**src/rtl/pre_pkg.sv**
```systemverilog
package pre_pkg;

    localparam int NUM_PAGES  = 64;
    localparam int MAX_FRAMES = 16;
    localparam int PAGE_W     = $clog2(NUM_PAGES);
    localparam int FRAME_W    = $clog2(MAX_FRAMES);
    localparam int CNT_W      = FRAME_W + 1;

    // Configuration register indexes
    localparam logic CFG_POLICY     = 1'b0;
    localparam logic CFG_NUM_FRAMES = 1'b1;

    // Victim policy codes
    localparam logic [1:0] POL_FIFO   = 2'd0;
    localparam logic [1:0] POL_LRU    = 2'd1;
    localparam logic [1:0] POL_RANDOM = 2'd2;

    // Page table entry: frame when resident, swap slot otherwise
    typedef struct packed {
        logic [PAGE_W-1:0] loc;
        logic              resident;
        logic              touched;
    } pt_entry_t;

    // Frame table entry: occupant of a frame
    typedef struct packed {
        logic              valid;
        logic [PAGE_W-1:0] page;
    } ft_entry_t;

endpackage

```
**src/rtl/pre_ram.sv**
```systemverilog
module pre_ram #(
    parameter int WIDTH = 8,
    parameter int DEPTH = 64
) (
    input  logic                     aclk,
    input  logic                     we,
    input  logic [$clog2(DEPTH)-1:0] waddr,
    input  logic [WIDTH-1:0]         wdata,
    input  logic [$clog2(DEPTH)-1:0] raddr,
    output logic [WIDTH-1:0]         rdata
);

    logic [WIDTH-1:0] mem [DEPTH];

    // Write port and registered read port
    always_ff @(posedge aclk) begin
        if (we) begin
            mem[waddr] <= wdata;
        end
        rdata <= mem[raddr];
    end

endmodule

```
**src/rtl/page_replacement_engine.sv**
```systemverilog
// Channel  | Ports                                    | Direction
// ---------+------------------------------------------+----------
// input    | s_valid s_ready s_page_number             | in
//          | s_random_frame                            |
// result   | m_valid m_ready m_hit m_frame m_evicted    | out
//          | m_victim_page m_victim_slot m_from_swap   |
//          | m_source_slot                             |
// config   | cfg_wr_en cfg_index cfg_wdata             | in
//
// One item at a time. A hit goes from the input transfer to m_valid through a lookup and
// a sequential pass over the recency memory, as long as the recency list.
// A miss adds a modulo reduction, on eviction a swap map scan plus a second recency
// pass, and a wrap of the fill pointer.
// After reset a clearing pass over all 64 entries zeroes the page table, swap map
// and frame table; no item is taken meanwhile.
// A result waits in the output register while the next item is processed; that item
// holds in its last state, with s_ready low, until the register is free.
module page_replacement_engine (
    input  logic                        aclk,
    input  logic                        aresetn,
    input  logic                        s_valid,
    output logic                        s_ready,
    input  logic [5:0]                  s_page_number,
    input  logic [3:0]                  s_random_frame,
    output logic                        m_valid,
    input  logic                        m_ready,
    output logic                        m_hit,
    output logic [3:0]                  m_frame,
    output logic                        m_evicted,
    output logic [5:0]                  m_victim_page,
    output logic [5:0]                  m_victim_slot,
    output logic                        m_from_swap,
    output logic [5:0]                  m_source_slot,
    input  logic                        cfg_wr_en,
    input  logic                        cfg_index,
    input  logic [4:0]                  cfg_wdata
);

    localparam int PW = pre_pkg::PAGE_W;
    localparam int FW = pre_pkg::FRAME_W;
    localparam int CW = pre_pkg::CNT_W;
    localparam int PT_W = $bits(pre_pkg::pt_entry_t);
    localparam int FT_W = $bits(pre_pkg::ft_entry_t);

    typedef enum logic [13:0] {
        ST_CLEAR  = 14'b00000000000001,
        ST_IDLE   = 14'b00000000000010,
        ST_LOOK   = 14'b00000000000100,
        ST_REDUCE = 14'b00000000001000,
        ST_OCC1   = 14'b00000000010000,
        ST_LRU1   = 14'b00000000100000,
        ST_LRU2   = 14'b00000001000000,
        ST_OCC2   = 14'b00000010000000,
        ST_SSCAN  = 14'b00000100000000,
        ST_EVWR   = 14'b00001000000000,
        ST_LOAD   = 14'b00010000000000,
        ST_RMV    = 14'b00100000000000,
        ST_APPEND = 14'b01000000000000,
        ST_DONE   = 14'b10000000000000
    } state_t;

    state_t state_reg, state_next;

    logic [1:0]    policy_reg;
    logic [4:0]    num_frames_reg;
    logic [CW-1:0] nf;

    logic [PW-1:0] page_reg, page_next;
    logic [3:0]    rnd_reg, rnd_next;
    logic [CW-1:0] fill_reg, fill_next;
    logic          fill_wrap;
    logic [CW-1:0] fp_reg, fp_next;
    logic [CW-1:0] rn_reg, rn_next;
    logic [FW-1:0] frame_reg, frame_next;
    logic          hit_reg, hit_next;
    logic          evicted_reg, evicted_next;
    logic [PW-1:0] vpage_reg, vpage_next;
    logic [PW-1:0] vslot_reg, vslot_next;
    logic          fromsw_reg, fromsw_next;
    logic [PW-1:0] sslot_reg, sslot_next;
    pre_pkg::pt_entry_t pe_reg, pe_next;
    logic [PW-1:0] clr_reg, clr_next;
    logic [PW:0]   scan_reg, scan_next;
    logic          scan_vld_reg, scan_vld_next;
    logic [PW-1:0] probe_reg, probe_next;
    logic [CW-1:0] rcount_reg, rcount_next;
    logic [CW-1:0] ri_reg, ri_next;
    logic [CW-1:0] rk_reg, rk_next;
    logic          rv_reg, rv_next;
    logic [PW-1:0] key_reg, key_next;
    logic          ret_load_reg, ret_load_next;
    logic          out_valid_reg, out_valid_next;

    // Memory ports
    logic               pt_we;
    logic [PW-1:0]      pt_waddr, pt_raddr;
    pre_pkg::pt_entry_t pt_wdata, pt_rdata;
    logic [PT_W-1:0]    pt_rbits;
    logic               sl_we;
    logic [PW-1:0]      sl_waddr;
    logic               sl_wdata, sl_rdata;
    logic               ft_we;
    logic [FW-1:0]      ft_waddr, ft_raddr;
    pre_pkg::ft_entry_t ft_wdata, ft_rdata;
    logic [FT_W-1:0]    ft_rbits;
    logic               rl_we;
    logic [FW-1:0]      rl_waddr, rl_raddr;
    logic [PW-1:0]      rl_wdata, rl_rdata;

    assign pt_rdata = pre_pkg::pt_entry_t'(pt_rbits);
    assign ft_rdata = pre_pkg::ft_entry_t'(ft_rbits);

    pre_ram #(.WIDTH(PT_W), .DEPTH(pre_pkg::NUM_PAGES)) u_page_table (
        .aclk(aclk), .we(pt_we), .waddr(pt_waddr), .wdata(pt_wdata),
        .raddr(pt_raddr), .rdata(pt_rbits)
    );

    pre_ram #(.WIDTH(1), .DEPTH(pre_pkg::NUM_PAGES)) u_swap_map (
        .aclk(aclk), .we(sl_we), .waddr(sl_waddr), .wdata(sl_wdata),
        .raddr(scan_reg[PW-1:0]), .rdata(sl_rdata)
    );

    pre_ram #(.WIDTH(FT_W), .DEPTH(pre_pkg::MAX_FRAMES)) u_frame_table (
        .aclk(aclk), .we(ft_we), .waddr(ft_waddr), .wdata(ft_wdata),
        .raddr(ft_raddr), .rdata(ft_rbits)
    );

    pre_ram #(.WIDTH(PW), .DEPTH(pre_pkg::MAX_FRAMES)) u_recency (
        .aclk(aclk), .we(rl_we), .waddr(rl_waddr), .wdata(rl_wdata),
        .raddr(rl_raddr), .rdata(rl_rdata)
    );

    // Saturate the frame count to 1..MAX_FRAMES
    always_comb begin
        if (num_frames_reg == 5'd0) begin
            nf = CW'(1);
        end else if (CW'(num_frames_reg) > CW'(pre_pkg::MAX_FRAMES)) begin
            nf = CW'(pre_pkg::MAX_FRAMES);
        end else begin
            nf = CW'(num_frames_reg);
        end
    end

    // Configuration writes
    always_ff @(posedge aclk) begin
        if (!aresetn) begin
            policy_reg     <= pre_pkg::POL_FIFO;
            num_frames_reg <= 5'd16;
        end else if (cfg_wr_en) begin
            unique case (cfg_index)
                pre_pkg::CFG_POLICY:     policy_reg     <= cfg_wdata[1:0];
                pre_pkg::CFG_NUM_FRAMES: num_frames_reg <= cfg_wdata;
                default: ;
            endcase
        end
    end

    // Read address steering: each state sets up the data for the next one
    assign pt_raddr = (state_reg == ST_LRU1) ? rl_rdata : s_page_number;
    assign ft_raddr = (state_reg == ST_OCC1) ? rn_reg[FW-1:0] : fp_reg[FW-1:0];
    assign rl_raddr = (state_reg == ST_RMV) ? ri_reg[FW-1:0] : '0;

    assign s_ready = (state_reg == ST_IDLE);

    // A freshly loaded fill pointer still has to wrap below the frame count
    assign fill_wrap = !hit_reg && (fill_reg >= nf);

    // Sequencer
    always_comb begin
        state_next     = state_reg;
        page_next      = page_reg;
        rnd_next       = rnd_reg;
        fill_next      = fill_reg;
        fp_next        = fp_reg;
        rn_next        = rn_reg;
        frame_next     = frame_reg;
        hit_next       = hit_reg;
        evicted_next   = evicted_reg;
        vpage_next     = vpage_reg;
        vslot_next     = vslot_reg;
        fromsw_next    = fromsw_reg;
        sslot_next     = sslot_reg;
        pe_next        = pe_reg;
        clr_next       = clr_reg;
        scan_next      = scan_reg;
        scan_vld_next  = scan_vld_reg;
        probe_next     = probe_reg;
        rcount_next    = rcount_reg;
        ri_next        = ri_reg;
        rk_next        = rk_reg;
        rv_next        = rv_reg;
        key_next       = key_reg;
        ret_load_next  = ret_load_reg;
        out_valid_next = out_valid_reg;

        pt_we    = 1'b0;
        pt_waddr = page_reg;
        pt_wdata = '0;
        sl_we    = 1'b0;
        sl_waddr = clr_reg;
        sl_wdata = 1'b0;
        ft_we    = 1'b0;
        ft_waddr = clr_reg[FW-1:0];
        ft_wdata = '0;
        rl_we    = 1'b0;
        rl_waddr = rk_reg[FW-1:0];
        rl_wdata = rl_rdata;

        // Drop the result once transferred
        if (out_valid_reg && m_ready) begin
            out_valid_next = 1'b0;
        end

        unique case (state_reg)
            ST_CLEAR: begin
                pt_we    = 1'b1;
                pt_waddr = clr_reg;
                sl_we    = 1'b1;
                ft_we    = 1'b1;
                clr_next = clr_reg + 1'b1;
                if (clr_reg == PW'(pre_pkg::NUM_PAGES - 1)) begin
                    state_next = ST_IDLE;
                end
            end
            ST_IDLE: begin
                if (s_valid) begin
                    page_next    = s_page_number;
                    rnd_next     = s_random_frame;
                    hit_next     = 1'b0;
                    evicted_next = 1'b0;
                    vpage_next   = '0;
                    vslot_next   = '0;
                    fromsw_next  = 1'b0;
                    sslot_next   = '0;
                    state_next   = ST_LOOK;
                end
            end
            ST_LOOK: begin
                pe_next  = pt_rdata;
                ri_next  = '0;
                rk_next  = '0;
                rv_next  = 1'b0;
                key_next = page_reg;
                if (pt_rdata.resident) begin
                    hit_next      = 1'b1;
                    frame_next    = pt_rdata.loc[FW-1:0];
                    ret_load_next = 1'b0;
                    state_next    = ST_RMV;
                end else begin
                    fp_next    = CW'(fill_reg);
                    rn_next    = CW'(rnd_reg);
                    state_next = ST_REDUCE;
                end
            end
            ST_REDUCE: begin
                // Reduce fill pointer and random pick modulo the frame count
                if (fp_reg >= nf) begin
                    fp_next = fp_reg - nf;
                end
                if (rn_reg >= nf) begin
                    rn_next = rn_reg - nf;
                end
                if (fp_reg < nf && rn_reg < nf) begin
                    frame_next = fp_reg[FW-1:0];
                    state_next = ST_OCC1;
                end
            end
            ST_OCC1: begin
                vpage_next    = ft_rdata.page;
                scan_next     = '0;
                scan_vld_next = 1'b0;
                if (!ft_rdata.valid) begin
                    state_next = ST_LOAD;
                end else if (policy_reg == pre_pkg::POL_LRU && rcount_reg != '0) begin
                    state_next = ST_LRU1;
                end else if (policy_reg == pre_pkg::POL_RANDOM) begin
                    state_next = ST_OCC2;
                end else begin
                    state_next = ST_SSCAN;
                end
            end
            ST_LRU1: begin
                vpage_next = rl_rdata;
                state_next = ST_LRU2;
            end
            ST_LRU2: begin
                frame_next = pt_rdata.loc[FW-1:0];
                state_next = ST_SSCAN;
            end
            ST_OCC2: begin
                frame_next = rn_reg[FW-1:0];
                vpage_next = ft_rdata.page;
                state_next = ft_rdata.valid ? ST_SSCAN : ST_LOAD;
            end
            ST_SSCAN: begin
                // Find the lowest free swap slot, slot 0 when none is free, one probe per cycle
                if (scan_vld_reg && !sl_rdata) begin
                    vslot_next = probe_reg;
                    state_next = ST_EVWR;
                end else if (scan_reg[PW]) begin
                    vslot_next = '0;
                    state_next = ST_EVWR;
                end else begin
                    probe_next    = scan_reg[PW-1:0];
                    scan_vld_next = 1'b1;
                    scan_next     = scan_reg + 1'b1;
                end
            end
            ST_EVWR: begin
                evicted_next = 1'b1;
                sl_we        = 1'b1;
                sl_waddr     = vslot_reg;
                sl_wdata     = 1'b1;
                pt_we        = 1'b1;
                pt_waddr     = vpage_reg;
                pt_wdata     = '{loc: vslot_reg, resident: 1'b0, touched: 1'b1};
                ri_next       = '0;
                rk_next       = '0;
                rv_next       = 1'b0;
                key_next      = vpage_reg;
                ret_load_next = 1'b1;
                state_next    = ST_RMV;
            end
            ST_LOAD: begin
                if (pe_reg.touched) begin
                    fromsw_next = 1'b1;
                    sslot_next  = pe_reg.loc;
                    sl_we       = 1'b1;
                    sl_waddr    = pe_reg.loc;
                    sl_wdata    = 1'b0;
                end
                pt_we    = 1'b1;
                pt_waddr = page_reg;
                pt_wdata = '{loc: PW'(frame_reg), resident: 1'b1, touched: 1'b1};
                ft_we    = 1'b1;
                ft_waddr = frame_reg;
                ft_wdata = '{valid: 1'b1, page: page_reg};
                // Advance past the loaded frame; wrapped in the final state
                fill_next     = CW'(frame_reg) + CW'(1);
                ri_next       = '0;
                rk_next       = '0;
                rv_next       = 1'b0;
                key_next      = page_reg;
                ret_load_next = 1'b0;
                state_next    = ST_RMV;
            end
            ST_RMV: begin
                // Compact the recency list, dropping the key
                if (rv_reg && rl_rdata != key_reg) begin
                    rl_we   = 1'b1;
                    rk_next = rk_reg + 1'b1;
                end
                if (ri_reg < rcount_reg) begin
                    ri_next = ri_reg + 1'b1;
                    rv_next = 1'b1;
                end else begin
                    rv_next = 1'b0;
                    if (!rv_reg) begin
                        rcount_next = rk_reg;
                        state_next  = ret_load_reg ? ST_LOAD : ST_APPEND;
                    end
                end
            end
            ST_APPEND: begin
                rl_we       = 1'b1;
                rl_waddr    = rcount_reg[FW-1:0];
                rl_wdata    = page_reg;
                rcount_next = rcount_reg + 1'b1;
                state_next  = ST_DONE;
            end
            ST_DONE: begin
                if (fill_wrap) begin
                    fill_next = fill_reg - nf;
                end else if (!out_valid_reg || m_ready) begin
                    out_valid_next = 1'b1;
                    state_next     = ST_IDLE;
                end
            end
            default: state_next = ST_CLEAR;
        endcase
    end

    // Control registers
    always_ff @(posedge aclk) begin
        if (!aresetn) begin
            state_reg     <= ST_CLEAR;
            clr_reg       <= '0;
            fill_reg      <= '0;
            rcount_reg    <= '0;
            out_valid_reg <= 1'b0;
        end else begin
            state_reg     <= state_next;
            clr_reg       <= clr_next;
            fill_reg      <= fill_next;
            rcount_reg    <= rcount_next;
            out_valid_reg <= out_valid_next;
        end
    end

    // Working registers
    always_ff @(posedge aclk) begin
        page_reg     <= page_next;
        rnd_reg      <= rnd_next;
        fp_reg       <= fp_next;
        rn_reg       <= rn_next;
        frame_reg    <= frame_next;
        hit_reg      <= hit_next;
        evicted_reg  <= evicted_next;
        vpage_reg    <= vpage_next;
        vslot_reg    <= vslot_next;
        fromsw_reg   <= fromsw_next;
        sslot_reg    <= sslot_next;
        pe_reg       <= pe_next;
        scan_reg     <= scan_next;
        scan_vld_reg <= scan_vld_next;
        probe_reg    <= probe_next;
        ri_reg       <= ri_next;
        rk_reg       <= rk_next;
        rv_reg       <= rv_next;
        key_reg      <= key_next;
        ret_load_reg <= ret_load_next;
    end

    // Output register, loaded on the finishing cycle only
    always_ff @(posedge aclk) begin
        if (state_reg == ST_DONE && !fill_wrap && (!out_valid_reg || m_ready)) begin
            m_hit         <= hit_reg;
            m_frame       <= frame_reg;
            m_evicted     <= evicted_reg;
            m_victim_page <= evicted_reg ? vpage_reg : '0;
            m_victim_slot <= vslot_reg;
            m_from_swap   <= fromsw_reg;
            m_source_slot <= sslot_reg;
        end
    end

    assign m_valid = out_valid_reg;

    // Recency list never holds more entries than MAX_FRAMES
    assert property (@(posedge aclk) disable iff (!aresetn)
        rcount_reg <= CW'(pre_pkg::MAX_FRAMES))
        else $error("recency count overflow");

    // The candidate frame is reduced below the frame count
    assert property (@(posedge aclk) disable iff (!aresetn)
        (state_reg == ST_OCC1) |-> (CW'(frame_reg) < nf))
        else $error("frame outside frame count");

    // One item at a time: no second transfer right after one
    assert property (@(posedge aclk) disable iff (!aresetn)
        (s_valid && s_ready) |=> !s_ready)
        else $error("input taken while busy");

    // The compaction write index never passes the read index
    assert property (@(posedge aclk) disable iff (!aresetn)
        (state_reg == ST_RMV) |-> (rk_reg <= ri_reg))
        else $error("recency compaction overran");

endmodule

```
**config.mk**
```make
export PLATFORM = sky130hd
export DESIGN_NAME = page_replacement_engine
export DESIGN_NICKNAME = d
export VERILOG_FILES = /design/src/rtl/pre_pkg.sv /design/src/rtl/pre_ram.sv /design/src/rtl/page_replacement_engine.sv
export SDC_FILE = /design/constraint.sdc
export NUM_CORES = 1
export LEC_CHECK = 0
export BUFFER_PORTS_ARGS = -buffer_cell sky130_fd_sc_hd__buf_2
export CORE_MARGIN = 8
export CORE_UTILIZATION = 63
export DETAILED_ROUTE_END_ITERATION = 6
export PLACE_DENSITY = 0.9
export RECOVER_POWER = 25
export SLEW_MARGIN = 10
export SYNTH_ARGS = -nofsm -noshare
export SYNTH_HDL_FRONTEND = slang
export SYNTH_SLANG_ARGS = --single-unit
```
**constraint.sdc**
```tcl
create_clock -name aclk -period 5.2 [get_ports aclk]
set_input_delay 0.52 -clock aclk [delete_from_list [all_inputs] [get_ports aclk]]
set_output_delay 0.52 -clock aclk [all_outputs]
set_load 0.01 [all_outputs]
```
# Word-level counts from Yosys, hierarchy flattened
# Memories as Yosys holds them, arrays and structs flattened. A register that Yosys moved wholly into a read port is not among the register bits.
# Cells that the tools add are included.
# classes
addsub	9
magnitude_cmp	7
n_eq_ne	36
n_mux	90
bitwise	3
reduce_logical	55
# op_table
operator	n
$pmux W14 S13	1
$mux W14	9
$pmux W5 S2	6
$pmux W6 S2	5
$mux W5	11
$mux W6	7
$ne A2 B2 Y1 const B	14
$reduce_and A3 Y1	9
$mux W1	24
$mux W4	6
$mux W11	2
$mux W7	3
$reduce_and A2 Y1	10
$reduce_bool A2 Y1	10
$mux W9	2
$pmux W6 S3	1
$pmux W4 S4	1
$pmux W8 S2	1
$add A5 B1 Y5 const B	3
$ge A5 B5 Y1	3
$lt A5 B5 Y1	3
$sub A5 B5 Y5	3
$eq A14 B1 Y1 const B	1
$eq A14 B10 Y1 const B	1
other kinds (38)	64
# word_totals
register_bits	147
mem_bits_rw	784
in_bits	21
output_inout_bits	27
wordCells	240
n_memories	4
# memory_table
name	words	width	rd	rd_clocked_by_memory_dff	write_ports	line	text
u_page_table.mem	64	8	1	1	1	pre_ram.sv:13	logic [WIDTH-1:0] mem [DEPTH];
u_frame_table.mem	16	7	1	1	1	pre_ram.sv:13	
u_recency.mem	16	6	1	1	1	pre_ram.sv:13	
u_swap_map.mem	64	1	1	1	1	pre_ram.sv:13	

# Logic depth before layout (Yosys ltp)
# depth
depth_word	8
depth_mapped	13
mapped_depth_nobuf	12

# Modules after synthesis
# Synthesis repeated with hierarchy kept, for this count alone.
# hier_totals
hier_cells	2245
area_unflattened_um2	39136.3
# by_module_without_submodules
mod	n_inst	cells_per_inst	area_each_um2	seq_area_each_um2
pre_ram (u_page_table)	1	940	20166.8	15534.9
page_replacement_engine	1	720	7629.8	4033.9
pre_ram (u_frame_table)	1	203	4530.6	3503.4
pre_ram (u_recency)	1	178	3895.0	3002.9
pre_ram (u_swap_map)	1	204	2914.0	1941.9

# Least setup slack after synthesis
# OpenSTA, ideal clock, no wires.
# synth_timing
path_kind	register to register
startpoint	reg state_reg[8]
endpoint	mem u_page_table.mem[0][0] (data pin)
setup_time_ns	0.702
t_arrival_ns	3.781
t_required_ns	4.498
path_slack_ns	0.718
path_stages_with_launch	5
n_path_buf	1
synth_period_minus_slack_ns	4.482
path_cell_list	dfxtp_1 clkbuf_1 nor4_1 nand4_1 o21ai_0
# synth_rtl
element	line	text
start: declaration	page_replacement_engine.sv:62	state_t state_reg, state_next;
start signal: assignment	page_replacement_engine.sv:392	state_reg <= state_next;
end: declaration	pre_ram.sv:13	

==> parameters.txt <==
Parameter                              Value

GRT
  Initial antenna violation count    6
  Grt ovf    0
  Global router's overall resource usage    28.2%
  Wire length of the first global-routing pass    between 150000 and 200000 um
  Via count of the first global-routing pass    25300
  Largest net degree at the start of global routing    75

Final layout
  Regs by FF count    u_page_table.mem (512), u_frame_table.mem (112), u_recency.mem (96)
  Area of the multi-input gates    around 11000 sq um
  Most flops, register    u_page_table.mem
  Area growth from synthesis to final layout    10.1%
  Seq. cell area    ~28000 sq um
  Nets@finish    approximately 2900
  Top library cells by usage in the layout, fill and taps aside    edfxtp_1 (893), nand2_1 (444), nor2_1 (243)
  Fillers    around 3600
  Share of final-layout standard cells stronger than drive strength 1    9.03%
  Leading cell type in the layout, fill and taps excluded    edfxtp_1
  Flip-flop count of the largest register after layout    between 500 and 600
  Fin util    between 70% and 80%

STA
  Number of endpoints with negative hold slack in the final report    0
  Final critical-path required period    4.93 ns
  Total negative slack    0 ns
  Fin crit share    94.7%
  Unrepaired setup endpoints after global routing    no
  Relative slew slack    -18.7%
  Worst-margin pin slew    1.77 ns
  Fin Clk Skew    0.0330 ns
  Fmax    203 MHz
  Max-slew violation total from the final report    114
  Setup violations, final    0

Floorplan
  Number of placement rows    91
  Horizontal die dimension    266 um
  Die Area    70700 sq um
  Initial core utilization    63.8%
  I/O pins    48
  Die H    266 um
  Core Area    61700 sq um

Clocking
  Post-CTS setup repair buffer count    0
  Count of H-tree levels built during CTS    3
  Clock-pin slew on the worst setup and hold paths    ~0.06 ns
  Clock Tree Root    clkbuf_16
  Worst skew pair latency    0.68 ns
  Clock Tree Buf Depth    3
  TritonCTS clock tree    built
  Hold-fix buffer count after cts    0
  Count of instances resized after the clock tree is built    0
  Number of sinks driven by the clock tree    953
  Number of buffers created by CTS    87

Yosys
  Largest cells by area after synthesis    edfxtp_1 (68%), mux2i_1 (4.5%), nand2_1 (4.3%), dfxtp_1 (3.1%), nor2_1 (2.3%)
  EDFF count, synth    893
  Share of async-settable or async-resettable flops after synthesis    0%
  Number of nets produced by synthesis    2857
  Mapped Cells    about 2800
  Sequential cell area fraction in the yosys report    71.2%
  Cell taking the most area after synthesis    edfxtp_1
  Cell area after technology mapping    39300 sq um
  Register bit count reported by yosys    953
  Synth Warn #    0
  Number of different library cells in the post-synthesis netlist    between 70 and 80
  Post-synth top area share    68.2%
  Average cell area after synthesis    roughly 14 sq um
  Most used DFF post-synth    edfxtp_1

Min path
  Class of the tightest hold or removal check    in -> reg

Route
  Final antenna-violating net count    0
  Final wirelength    approximately 100000 um
  Count of routing violations after the opening detailed-route iteration    4046
  Final routed DRC violation total    32
  Via total after detailed routing    26000
  Drt wl/cell    27.0 um
  Post-detailed-route via-to-cell ratio    6.88
  Count of TritonRoute iterations in the first routing pass    7

Power and ir drop
  Maximum vdd ir drop    0.242 mV
  Standby leakage power    14.1 nW
  Overall power consumption    16.9 mW
  Power density over the cells    390 nW/um^2

Worst setup path
  Type of the worst setup path    reg -> reg
  Required time at the endpoint of the critical path    between 5 and 6 ns
  Crit end category    register
  Arrival time reported for the critical path endpoint    ~5.3 ns
  CP Max Fanout    41
  Startpoint types    register

Placement
  GP Congestion    about 0.96
  Count of buffers from port buffering    47
  Placed wire-length estimate after detailed placement    62800 um

Run status
  Result of the run    complete, but fails checks
  Violations in the final reports    DRC, capacitance limit, slew limit

Run
  Maxcap violations    3
==> area by class of cell <==
type                       instances  share of cell area (%)
sequential                       953                    64.7
multi-input combinational       1682                    24.4
clock buffer                     104                    5.22
tap                              837                    2.42
clock inverter                    57                    1.54
timing repair buffer             103                    1.42
inverter                          35                   0.303
antenna                            7                  0.0404
==> routing by layer <==
layer | share of wire, % | routed length (um) | vias to the layer above | GRT usage (%)
li1 | - | - | 10700 | -
met1 | 34 | 34500 | 12400 | 35.6
met2 | 47 | 47800 | 2354 | 45.2
met3 | 13 | 13800 | 477 | 7.50
met4 | 5.8 | 5970 | 4 | 14.2
met5 | 0.027 | 28 | - | 0.208
==> power breakdown <==
| group | internal [mW] | switching (mW) | total (mW) | leakage (nW) |
|---|---|---|---|---|
| Sequential | 8.70 | 0.166 | 8.87 | 7.54 |
| Clock | 3.78 | 2.88 | 6.66 | 1.42 |
| Combinational | 0.326 | 1.02 | 1.35 | 5.13 |
==> worst max-delay path, cell delays in order (launching register included) <==
cell and delay (ns):
dfxtp_1 0.38, nor4_1 0.64, nand4_1 0.43, nor2_1 1.43, nand2_1 0.49, nand2_2 0.64, buf_4 0.59
==> path summary, 6_finish.rpt <==
check	from	endpoint	slack (ns)	cells past startpoint
setup / recovery	state_reg[8]	u_page_table.mem[41][2]	0.27	6
hold / removal	s_random_frame[3]	rnd_reg[3]	0.04	1
setup reg to reg	state_reg[8]	u_page_table.mem[41][2]	0.27	6
hold reg to reg	u_page_table.rdata[0]	pe_reg[0]	0.46	0
==> logic make-up (layout without fill, tap and decap cells) <==
group	Yosys count	count (layout)	share of synthesized area, %
buf+inv	172	299	2.16
simple gates	1023	1023	11.8
other cells	0	7	0
fa+ha+maj	29	29	0.979
mux	224	224	6.84
flops	953	953	71.2
compound gates	375	375	6.38
xor+xnor	31	31	0.690
==> through the flow <==
stage	std cells	instance area [sq um]	setup slack [ns]	hold slack, ns
finish	3778	43300	0.275	0.0424
floorplan	2807	39300	0.718	0.386
CTS	3771	43400	0.565	0.0293
global placement	3610	40500	1.01	0.441
global route	3774	43300	0.148	0.0284
detailed placement	3610	40500	0.683	0.434
==> cells in the mapped netlist (all sizes together), types with 9 or more instances <==
master and instances:
a22oi 23, dfxtp 60, xnor2 11, nor4b 9, nor2 243, a31oi 73
a32oi 26, o22ai 45, mux4 33, ha 26, nand2b 15, a21o 9
edfxtp 893, a21oi 59, inv 34, nand2 448, and3 34, buf 71
and2 23, a211oi 18, nand4 27, nor2b 31, a22o 9, clkbuf 66
mux2 15, nor3 16, xor2 20, o21ai 59, mux2i 176, nand3b 10
nand3 125
(Power assumes the default switching activity.)
